===== src/rtl/cdq_pkg.sv =====
// Shared definitions for the circular deque: operation codes, the payload word type
// and the command and status bundles exchanged between controller and datapath.
// No dependencies.
package cdq_pkg;

  localparam int unsigned DEPTH_DEF = 16;
  localparam int unsigned WORD_W    = 32;
  localparam int unsigned MODE_W    = 2;

  typedef logic signed [WORD_W-1:0] word_t;
  typedef logic [MODE_W-1:0]        mode_t;

  localparam mode_t MODE_PUSH_FRONT = 2'd0;
  localparam mode_t MODE_PUSH_REAR  = 2'd1;
  localparam mode_t MODE_POP_FRONT  = 2'd2;

  // Controller to datapath.
  typedef struct packed {
    logic accept;  // take the request transaction and update the deque
    logic load;    // move the pending result into the output register
  } cdq_cmd_t;

  // Datapath to controller.
  typedef struct packed {
    logic is_empty;
    logic is_full;
  } cdq_status_t;

endpackage


===== src/rtl/cdq_if.sv =====
// Valid/ready channel interfaces for the deque request and response transactions.
// Depends on cdq_pkg.
interface cdq_req_if;
  import cdq_pkg::*;
  logic  valid;
  logic  ready;
  mode_t mode;
  word_t push_value;
  modport source (output valid, output mode, output push_value, input ready);
  modport sink   (input valid, input mode, input push_value, output ready);
endinterface

interface cdq_rsp_if;
  import cdq_pkg::*;
  logic  valid;
  logic  ready;
  logic  ok;
  word_t pop_value;
  logic  is_empty;
  logic  is_full;
  modport source (output valid, output ok, output pop_value, output is_empty,
                  output is_full, input ready);
  modport sink   (input valid, input ok, input pop_value, input is_empty,
                  input is_full, output ready);
endinterface


===== src/rtl/cdq_dp.sv =====
// Datapath of the circular deque: slot memory, head and tail pointers, item count
// and the response register. Depends on cdq_pkg.
module cdq_dp #(
  parameter int unsigned DEPTH = cdq_pkg::DEPTH_DEF
) (
  input  logic                 clk,
  input  logic                 rst,
  input  cdq_pkg::cdq_cmd_t    cmd,
  output cdq_pkg::cdq_status_t status,
  input  cdq_pkg::mode_t       mode,
  input  cdq_pkg::word_t       push_value,
  output logic                 ok,
  output cdq_pkg::word_t       pop_value,
  output logic                 is_empty,
  output logic                 is_full
);
  import cdq_pkg::*;

  localparam int unsigned PTR_W = (DEPTH > 1) ? $clog2(DEPTH) : 1;
  localparam int unsigned CNT_W = $clog2(DEPTH + 1);
  localparam logic [PTR_W-1:0] LAST = PTR_W'(DEPTH - 1);
  localparam logic [CNT_W-1:0] FULL_CNT = CNT_W'(DEPTH);

  word_t            mem [DEPTH];
  word_t            rd_data;
  logic [PTR_W-1:0] head, head_next;
  logic [PTR_W-1:0] tail, tail_next;
  logic [CNT_W-1:0] count, count_next;
  logic [PTR_W-1:0] head_dec, head_inc, tail_inc;
  logic [PTR_W-1:0] wr_addr;
  logic             wr_en;
  logic             do_push_f, do_push_r, do_pop;
  logic             full_now, empty_now;
  logic             pend_ok, pend_pop, pend_empty, pend_full;

  assign full_now  = (count == FULL_CNT);
  assign empty_now = (count == '0);

  assign head_dec = (head == '0)   ? LAST : head - PTR_W'(1);
  assign head_inc = (head == LAST) ? '0   : head + PTR_W'(1);
  assign tail_inc = (tail == LAST) ? '0   : tail + PTR_W'(1);

  assign do_push_f = cmd.accept && (mode == MODE_PUSH_FRONT) && !full_now;
  assign do_push_r = cmd.accept && (mode == MODE_PUSH_REAR)  && !full_now;
  assign do_pop    = cmd.accept && (mode == MODE_POP_FRONT)  && !empty_now;

  assign wr_en   = do_push_f || do_push_r;
  assign wr_addr = do_push_f ? head_dec : tail;

  always_comb begin
    head_next  = head;
    tail_next  = tail;
    count_next = count;
    if (do_push_f) begin
      head_next  = head_dec;
      count_next = count + CNT_W'(1);
    end else if (do_push_r) begin
      tail_next  = tail_inc;
      count_next = count + CNT_W'(1);
    end else if (do_pop) begin
      head_next  = head_inc;
      count_next = count - CNT_W'(1);
    end
  end

  always_ff @(posedge clk) begin
    if (rst) begin
      head  <= '0;
      tail  <= '0;
      count <= '0;
    end else begin
      head  <= head_next;
      tail  <= tail_next;
      count <= count_next;
    end
  end

  // Slot memory: one write port, one registered read port at the front slot.
  // The front slot is read only as a transaction is accepted, so the word stays
  // put while the result waits, even though the head has already moved on.
  always_ff @(posedge clk) begin
    if (wr_en) begin
      mem[wr_addr] <= push_value;
    end
    if (cmd.accept) begin
      rd_data <= mem[head];
    end
  end

  // Result of the accepted transaction, held until the output register frees up.
  always_ff @(posedge clk) begin
    if (cmd.accept) begin
      pend_ok    <= do_push_f || do_push_r || do_pop;
      pend_pop   <= do_pop;
      pend_empty <= (count_next == '0);
      pend_full  <= (count_next == FULL_CNT);
    end
  end

  always_ff @(posedge clk) begin
    if (cmd.load) begin
      ok        <= pend_ok;
      pop_value <= pend_pop ? rd_data : '0;
      is_empty  <= pend_empty;
      is_full   <= pend_full;
    end
  end

  assign status.is_empty = empty_now;
  assign status.is_full  = full_now;

endmodule


===== src/rtl/cdq_ctrl.sv =====
// Controller of the circular deque: sequences accept and result load, and owns the
// request ready and response valid flags. Depends on cdq_pkg.
module cdq_ctrl (
  input  logic                 clk,
  input  logic                 rst,
  input  logic                 req_valid,
  output logic                 req_ready,
  output logic                 rsp_valid,
  input  logic                 rsp_ready,
  input  cdq_pkg::cdq_status_t status,
  output cdq_pkg::cdq_cmd_t    cmd
);
  import cdq_pkg::*;

  localparam logic S_IDLE = 1'b0;
  localparam logic S_LOAD = 1'b1;

  logic state, state_next;
  logic rsp_valid_next;

  assign req_ready  = (state == S_IDLE);
  assign cmd.accept = req_valid && req_ready;
  assign cmd.load   = (state == S_LOAD) && (!rsp_valid || rsp_ready);

  always_comb begin
    case (state)
      S_IDLE:  state_next = cmd.accept ? S_LOAD : S_IDLE;
      S_LOAD:  state_next = cmd.load ? S_IDLE : S_LOAD;
      default: state_next = S_IDLE;
    endcase
  end

  always_comb begin
    if (cmd.load) begin
      rsp_valid_next = 1'b1;
    end else if (rsp_ready) begin
      rsp_valid_next = 1'b0;
    end else begin
      rsp_valid_next = rsp_valid;
    end
  end

  always_ff @(posedge clk) begin
    if (rst) begin
      state     <= S_IDLE;
      rsp_valid <= 1'b0;
    end else begin
      state     <= state_next;
      rsp_valid <= rsp_valid_next;
    end
  end

  a_accept_to_load: assert property (@(posedge clk) disable iff (rst)
    cmd.accept |=> (state == S_LOAD))
    else $error("accepted transaction did not move to the load state");

  a_load_gives_valid: assert property (@(posedge clk) disable iff (rst)
    cmd.load |=> rsp_valid)
    else $error("loaded result not presented as valid");

  a_no_accept_while_busy: assert property (@(posedge clk) disable iff (rst)
    (state == S_LOAD) |-> !cmd.accept)
    else $error("request accepted while a result is still pending");

  a_status_exclusive: assert property (@(posedge clk) disable iff (rst)
    !(status.is_empty && status.is_full))
    else $error("deque reported empty and full at once");

endmodule


===== src/rtl/circular_deque_top.sv =====
// Top level of the circular deque: joins the controller and the datapath to the
// request and response channels. Depends on cdq_pkg, cdq_if, cdq_ctrl and cdq_dp.
//
//   Channel | Direction | Payload                               | Role
//   req     | in        | mode, push_value                      | push front/rear, pop front
//   rsp     | out       | ok, pop_value, is_empty, is_full      | one result per request
//
// Each request transaction is accepted in the idle state; its result is loaded into
// the response register from the load state once that register is free, after the
// registered read of the slot memory at the front pointer.
// A request is taken while an earlier result still waits in the response register;
// the controller then holds the new result back until that register is drained.
// Reset (rst, synchronous, active high) clears the pointers, the item count and the
// control flags; the slot memory is not cleared and needs no pass after reset.
module circular_deque_top #(
  parameter int unsigned DEPTH = cdq_pkg::DEPTH_DEF
) (
  input logic     clk,
  input logic     rst,
  cdq_req_if.sink   req,
  cdq_rsp_if.source rsp
);
  import cdq_pkg::*;

  cdq_cmd_t    cmd;
  cdq_status_t status;

  // The controller alone decides when a transaction is taken and when its result
  // is published; the datapath acts only on its commands.
  cdq_ctrl u_ctrl (
    .clk       (clk),
    .rst       (rst),
    .req_valid (req.valid),
    .req_ready (req.ready),
    .rsp_valid (rsp.valid),
    .rsp_ready (rsp.ready),
    .status    (status),
    .cmd       (cmd)
  );

  // The datapath holds the slots, the pointers and the response payload register.
  cdq_dp #(
    .DEPTH (DEPTH)
  ) u_dp (
    .clk        (clk),
    .rst        (rst),
    .cmd        (cmd),
    .status     (status),
    .mode       (req.mode),
    .push_value (req.push_value),
    .ok         (rsp.ok),
    .pop_value  (rsp.pop_value),
    .is_empty   (rsp.is_empty),
    .is_full    (rsp.is_full)
  );

endmodule


===== src/flat_wrapper.sv =====
// flat-port wrapper written by rule: the top's interface ports become plain ports
module circular_deque_top_flat import cdq_pkg::*;
#(
  parameter int unsigned DEPTH = cdq_pkg::DEPTH_DEF
)
  (clk, rst, req_valid, req_mode, req_push_value, req_ready, rsp_valid, rsp_ok, rsp_pop_value, rsp_is_empty, rsp_is_full, rsp_ready);
  cdq_req_if req_i ();
  cdq_rsp_if rsp_i ();
  input logic clk;
  input logic rst;
  input wire logic [$bits(req_i.valid)-1:0] req_valid;
  input wire logic [$bits(req_i.mode)-1:0] req_mode;
  input wire logic [$bits(req_i.push_value)-1:0] req_push_value;
  output wire logic [$bits(req_i.ready)-1:0] req_ready;
  output wire logic [$bits(rsp_i.valid)-1:0] rsp_valid;
  output wire logic [$bits(rsp_i.ok)-1:0] rsp_ok;
  output wire logic [$bits(rsp_i.pop_value)-1:0] rsp_pop_value;
  output wire logic [$bits(rsp_i.is_empty)-1:0] rsp_is_empty;
  output wire logic [$bits(rsp_i.is_full)-1:0] rsp_is_full;
  input wire logic [$bits(rsp_i.ready)-1:0] rsp_ready;
  assign req_i.valid = req_valid;
  assign req_i.mode = req_mode;
  assign req_i.push_value = req_push_value;
  assign req_ready = req_i.ready;
  assign rsp_valid = rsp_i.valid;
  assign rsp_ok = rsp_i.ok;
  assign rsp_pop_value = rsp_i.pop_value;
  assign rsp_is_empty = rsp_i.is_empty;
  assign rsp_is_full = rsp_i.is_full;
  assign rsp_i.ready = rsp_ready;
  circular_deque_top #(.DEPTH(DEPTH)) u_core (.clk(clk), .rst(rst), .req(req_i), .rsp(rsp_i));
endmodule

===== config.mk =====
export PLATFORM = sky130hd
export DESIGN_NAME = circular_deque_top_flat
export DESIGN_NICKNAME = d
export VERILOG_FILES = /design/src/rtl/cdq_pkg.sv /design/src/rtl/cdq_if.sv /design/src/rtl/cdq_dp.sv /design/src/rtl/cdq_ctrl.sv /design/src/rtl/circular_deque_top.sv /design/src/flat_wrapper.sv
export SDC_FILE = /design/constraint.sdc
export NUM_CORES = 1
export LEC_CHECK = 0
export BUFFER_PORTS_ARGS = -buffer_cell sky130_fd_sc_hd__buf_2
export CAP_MARGIN = 20
export CORE_MARGIN = 8
export CORE_UTILIZATION = 47
export CTS_BUF_LIST = sky130_fd_sc_hd__clkbuf_8
export CTS_CLUSTER_DIAMETER = 60
export DETAILED_ROUTE_END_ITERATION = 12
export GPL_ROUTABILITY_DRIVEN = 1
export PLACE_DENSITY = 0.71
export REMOVE_ABC_BUFFERS = 1
export SLEW_MARGIN = 15
export SYNTH_ARGS = -nofsm -noshare
export SYNTH_HDL_FRONTEND = slang
export SYNTH_SLANG_ARGS = --single-unit
export TNS_END_PERCENT = 100

===== constraint.sdc =====
create_clock -name clk -period 5.12 [get_ports clk]
set_clock_uncertainty 0.15 [all_clocks]
set_input_delay 1.024 -clock clk [delete_from_list [all_inputs] [get_ports clk]]
set_output_delay 1.024 -clock clk [all_outputs]
set_load 0.01 [all_outputs]

==> summary.txt, run 1 <==
Mean Syn Cell Area: 19.34 µm²
Startpoint Class: flip-flop
adder-cell area share of the yosys netlist: 0.002711
hold slack: 0.2692 ns
post-synth cell types: 63
fmax: 265.8 MHz
Die W: 237.6 µm
maximum vdd drop: 0.1970 mV
dpl ws: 1.127 ns
clk buf depth: 3
DP Area: 0.02437 mm²
pwr/cell area: 381.5 mW/mm²
layout cell share with drive strength beyond 1: 0.2347
Synth Register Bits: 598
1st-iter DRT viols: 1067
Syn. warnings: 0
clk root buf: clkbuf_8
final WL: 48.84 mm
num ports: 75
run status: completed
required time of the critical path: 5.33 ns
Setup Buffers After CTS: 0
Finished Layout Cells: 2072
WL per Instance: 23.57 µm
commonest non-fill, non-tap cells in the layout: 583 x edfxtp_1, 127 x mux2i_1, 98 x clkbuf_8, 75 x buf_2, 65 x mux4_2
Post-synth EDFFs: 583
Setup CP Type: flip-flop to flip-flop
Synth Area in Compound Gates: 0.05661
Worst Setup End Kind: flip-flop
final hold vios: 0
Slew @ Worst Pin: 1.170 ns
commonest non-fill, non-tap cell in the layout: edfxtp_1
# H-tree levels: 3
Final Net Count: 1374
fin area: 0.02619 mm²
Main synth FF type: edfxtp_1
clock tree from TritonCTS: yes
Worst Hold Class: flip-flop to flip-flop
area of the multi-input gates: 0.005070 mm²
Max Slew Vio Count: 0
initial antenna violation count: 2
die footprint: 0.05644 mm²
met1 Usage GRT: 0.2425
largest family of logic cells by synthesized area: multiplexers
DP HPWL: 26.69 mm
vias per cell: 5.734
CTS Sinks: 598
clk slew on worst S/H paths: 0.06 ns
total power draw: 0.009993 W
Post-DRT Antenna Nets: 0
final worst-path cycle share: 0.7349
Worst Path Arrival: 3.98 ns
number of global-route vias before repair: 11960
Syn Std Cell Area: 0.02308 mm²
GRT met2 Usage: 0.2735
Crit Path Max Fanout: 25
# setup viols final: 0
Post-Syn Instances: 1193
static leakage: 8.367 nW
Placeable Area: 0.04875 mm²
gr ovfl total: 0
pin count of the biggest net entering global routing: 145
DR vias: 11880
relative slew slack: 0.2202
DRC viols: 0
gr usage total: 0.1726
sequential area share after synthesis: 0.7717
placed cells: 1899
GR Util met3: 0.03439
Cell Rows: 81
post-synthesis simple-gate area fraction: 0.03329
FF+latch area: 0.01781 mm²
post-synthesis to final-layout area growth: 13.50%
ys async rst share: 0
Initial Utilization: 0.4734
multiplexer area fraction after synthesis: 0.1185
CTS Hold Bufs: 0
Die Y: 237.6 µm
Port Buffer Count: 74
Post-Synth XOR/XNOR Area: 0.002223
GPL Wtd Cong: 0.7966
GR peak layer: met2
first-pass GRT wire length: 73.90 mm
DR pass1 iterations: 4
unrepaired setup endpoints after global routing: no
clk_lat worst skew: 0.67 ns
CTS Buf Count: 93
crit path time final: 3.763 ns
Worst Slack Setup Final: 1.357 ns
CTS resizes: 0
Layout fillers: 3767
max-cap violations: 0
[worst max-delay path: stages, from the launching register on]
cell,delay (ns)
dfxtp_2,0.84
inv_2,0.26
ha_1,0.34
o21bai_1,0.18
a21oi_1,0.17
a31oi_1,0.11
o32a_1,0.39
nor2_4,0.70
buf_4,0.33
[synthesized netlist by cell type, drive strengths merged, types with 2 or more instances]
library cell,instances,area share
and4bb,2,0.0012
o22ai,3,0.00081
a211o,2,0.00076
and2,32,0.0087
clkbuf,31,0.0050
xnor2,4,0.0018
a22oi,33,0.011
ha,5,0.0027
edfxtp,583,0.76
a221oi,63,0.024
buf,30,0.0075
or3,2,0.00054
a21oi,14,0.0030
nor2,36,0.0069
mux4,65,0.063
dfxtp,15,0.013
nand4bb,2,0.00098
nand2,47,0.0078
nor3,5,0.0016
o41ai,2,0.00076
mux2i,127,0.055
inv,15,0.0024
a32oi,4,0.0015
nand3,6,0.0015
o32a,3,0.0013
o311a,2,0.00087
o21ai,36,0.0078
[path summary, 6_finish.rpt]
path,start,endpoint,slack [ns],cells past startpoint
worst max register to register,u_core.u_dp.head[1],u_core.u_dp.mem[4][26],1.36,8
worst min-delay path,u_core.u_dp.pend_ok,u_core.u_dp.ok,0.27,0
worst min register to register,u_core.u_dp.pend_ok,u_core.u_dp.ok,0.27,0
worst max-delay path,u_core.u_dp.head[1],u_core.u_dp.mem[4][26],1.36,8
[report_power, final]
group	internal, W	leakage (nW)	switching [W]
clock	0.00199	1.01	0.00180
sequential	0.00548	5.40	0.0000361
combinational	0.000256	1.95	0.000426
total	0.00773	8.37	0.00226
[registers in the layout, indices dropped and copies added (netlist names)]
name,flops
u_core.u_ctrl.rsp_valid,1
u_core.u_ctrl.state,1
u_core.u_dp.count,5
u_core.u_dp.head,4
u_core.u_dp.is_empty,1
u_core.u_dp.is_full,1
u_core.u_dp.mem,512
u_core.u_dp.ok,1
u_core.u_dp.pend_empty,1
u_core.u_dp.pend_full,1
u_core.u_dp.pend_ok,1
u_core.u_dp.pend_pop,1
u_core.u_dp.pop_value,32
u_core.u_dp.rd_data,32
u_core.u_dp.tail,4
[metrics by stage]
stage,util,setup TNS [ns]
finish,0.5373,0
global placement,0.4998,0
floorplan,-,-3088.21
CTS,0.5366,0
detailed placement,0.4999,0
global route,0.5372,0
[area by class of cell]
| type | count | share of cell area |
|---|---|---|
| Clock buffer | 98 | 0.05150 |
| Clock inverter | 72 | 0.01686 |
| Timing Repair Buffer | 104 | 0.02389 |
| Tap cell | 664 | 0.03172 |
| Sequential cell | 598 | 0.6801 |
| Inverter | 15 | 0.002150 |
| Antenna cell | 2 | 0.0001911 |
| Multi-Input combinational cell | 519 | 0.1936 |
[routing by layer]
metal,vias up,wire [µm]
met5,-,0
met4,0,883
met3,77,3491
met2,482,23270
met1,6120,21200
li1,5202,-
[cell families after synthesis]
family | Yosys count
DFF | 598
muxes | 192
AOI/OAI and AO/OA | 175
and+or+nand+nor | 142
buffers and inverters | 76
xor gates and xnor gates | 5
adders and majority gates | 5
Power figures use the tool's default switching activity.
==> run 2: changes to the inputs <==
Settings changed: PLACE_DENSITY 0.71 to 0.74.
Clock period 5.12 ns to 3.2 ns, I/O delays scaled along.
==> run 2 against run 1 <==
- combinational power grew 72%
- largest power group unchanged
- global-route usage up 0.36 points
- routed wire length up 1.8%
- clock power rose by 60%
==> summary.txt, run 2 (synthesis gave the netlist of run 1 again) <==
relative slew slack: 0.3415
P_sw: 0.003704 W
DP Area: 0.02478 mm²
final worst-path cycle share: 0.8918
clock tree from TritonCTS: yes
CTS Hold Bufs: 0
worst reg2reg setup slack: 0.35 ns
Placeable Area: 0.04875 mm²
Cell Rows: 81
hold_sp: req_valid
clk_lat worst skew: 0.68 ns
commonest non-fill, non-tap cells in the layout: 583 x edfxtp_1, 127 x mux2i_1, 97 x clkbuf_8, 74 x buf_2, 65 x mux4_2
beginning of the worst register-to-register path: u_core.u_dp.head[1]
1st-iter DRT viols: 1143
Final Net Count: 1398
Worst Slack Setup Final: 0.3464 ns
unrepaired setup endpoints after global routing: no
share of total power in combinational logic: 0.073
clk buf depth: 3
Worst Path Arrival: 3.02 ns
final hold vios: 0
DP HPWL: 28.99 mm
Largest register FFs: 512
GPL Wtd Cong: 0.8307
Sw Share: 0.2306
Setup Buffers After CTS: 0
fmax: 350.4 MHz
# setup viols final: 0
crit path launch: u_core.u_dp.head[1]
Worst Setup End Kind: flip-flop
fin area: 0.02655 mm²
static leakage: 8.512 nW
required time of the critical path: 3.36 ns
CTS Sinks: 598
Int Pwr: 0.01236 W
Critical Path End: u_core.u_dp.mem[10][8]
Worst Hold Class: primary input to flip-flop
r2r endpoint: u_core.u_dp.mem[10][8]
dpl ws: 0.2242 ns
num ports: 75
vias per cell: 5.710
WL per Instance: 23.75 µm
number of global-route vias before repair: 12320
Util after Layout: 0.5447
Biggest register: u_core.u_dp.mem
clk root buf: clkbuf_8
max-cap violations: 0
Slew @ Worst Pin: 0.9878 ns
die footprint: 0.05644 mm²
Startpoint Class: flip-flop
Port Buffer Count: 74
CTS resizes: 0
Post-DRT Antenna Nets: 0
largest registers: u_core.u_dp.mem (512), u_core.u_dp.pop_value (32), u_core.u_dp.rd_data (32)
total power draw: 0.01606 W
clock power share: 0.379
layout cell share with drive strength beyond 1: 0.2458
commonest non-fill, non-tap cell in the layout: edfxtp_1
Crit Path Max Fanout: 19
Flop pwr share: 0.549
Max Slew Vio Count: 0
final WL: 49.72 mm
Initial Utilization: 0.4734
Setup CP Type: flip-flop to flip-flop
maximum vdd drop: 0.2580 mV
DR vias: 11950
initial antenna violation count: 1
# H-tree levels: 3
crit path time final: 2.854 ns
post-synthesis to final-layout area growth: 15.07%
Die W: 237.6 µm
hold slack: 0.1540 ns
pwr/cell area: 604.9 mW/mm²
run status: completed
DRC viols: 0
gr usage total: 0.1762
pin count of the biggest net entering global routing: 68
Die Y: 237.6 µm
Reg2Reg Depth: 8
first-pass GRT wire length: 75.44 mm
CTS Buf Count: 94
clk slew on worst S/H paths: 0.06 ns
DR pass1 iterations: 5
gr ovfl total: 0
run 2: cell types whose count changed in the layout (fill, tap and decap cells not counted), moves of 2 or more:
cell	change
buf_12	+18
buf_4	+7
clkinv_1	+3
clkinv_2	-2
clkinvlp_4	+2
inv_1	-2
inv_6	-2
inv_8	+2
run 2: final cells by class:
type                    instances  area, µm²
clock buffers                  97       1335
multi-input cells             519       5070
well taps                     664      830.8
inverters                      15      56.30
fillers                      3669      22200
diodes                          1      2.502
repair buffers                127       1006
clock inverters                72      439.2
flip-flops and latches        598      17810
run 2: worst max-delay path: stages (launching register included):
cell	delay, ns
dfxtp_2	0.36
inv_2	0.17
ha_1	0.30
o21bai_1	0.14
a21oi_1	0.07
a31oi_1	0.38
a32oi_1	0.35
nor2_4	0.21
buf_4	0.35
run 2: metrics by stage:
step           cells  setup TNS (ns)
6_report        2093               0
3_3_place_gp    1923               0
4_1_cts         2092               0
3_5_place_dp    1923               0
5_1_grt         2092               0
2_1_floorplan   1132        -4140.37
run 2: power groups by stage:
stage	combinational [W]	clock, W	sequential, W
after floorplan	0.000708	0	0.00909
after global placement	0.00115	0	0.00897
after CTS	0.00118	0.00622	0.00881
after detailed placement	0.00117	0	0.00897
final	0.00117	0.00608	0.00881
after global routing	0.00127	0.00657	0.00882
run 2: how the worst min path moves through the flow:
stage	end	slack [ns]	depth (start not counted)
2_1_floorplan	u_core.u_dp.is_empty	0.25	0
3_3_place_gp	u_core.u_dp.ok	0.25	0
3_5_place_dp	u_core.u_dp.is_empty	0.27	0
4_1_cts	u_core.u_ctrl.state	0.10	3
5_1_grt	u_core.u_ctrl.state	0.16	3
6_report	u_core.u_ctrl.state	0.15	3
run 2: routing by layer:
metal | up-vias | global-route usage | part of all wire
met5 | - | 0 | 0
met2 | 539 | 0.2746 | 0.47
met4 | 0 | 0.06628 | 0.023
met1 | 6074 | 0.2418 | 0.43
li1 | 5260 | - | -
met3 | 79 | 0.03995 | 0.079
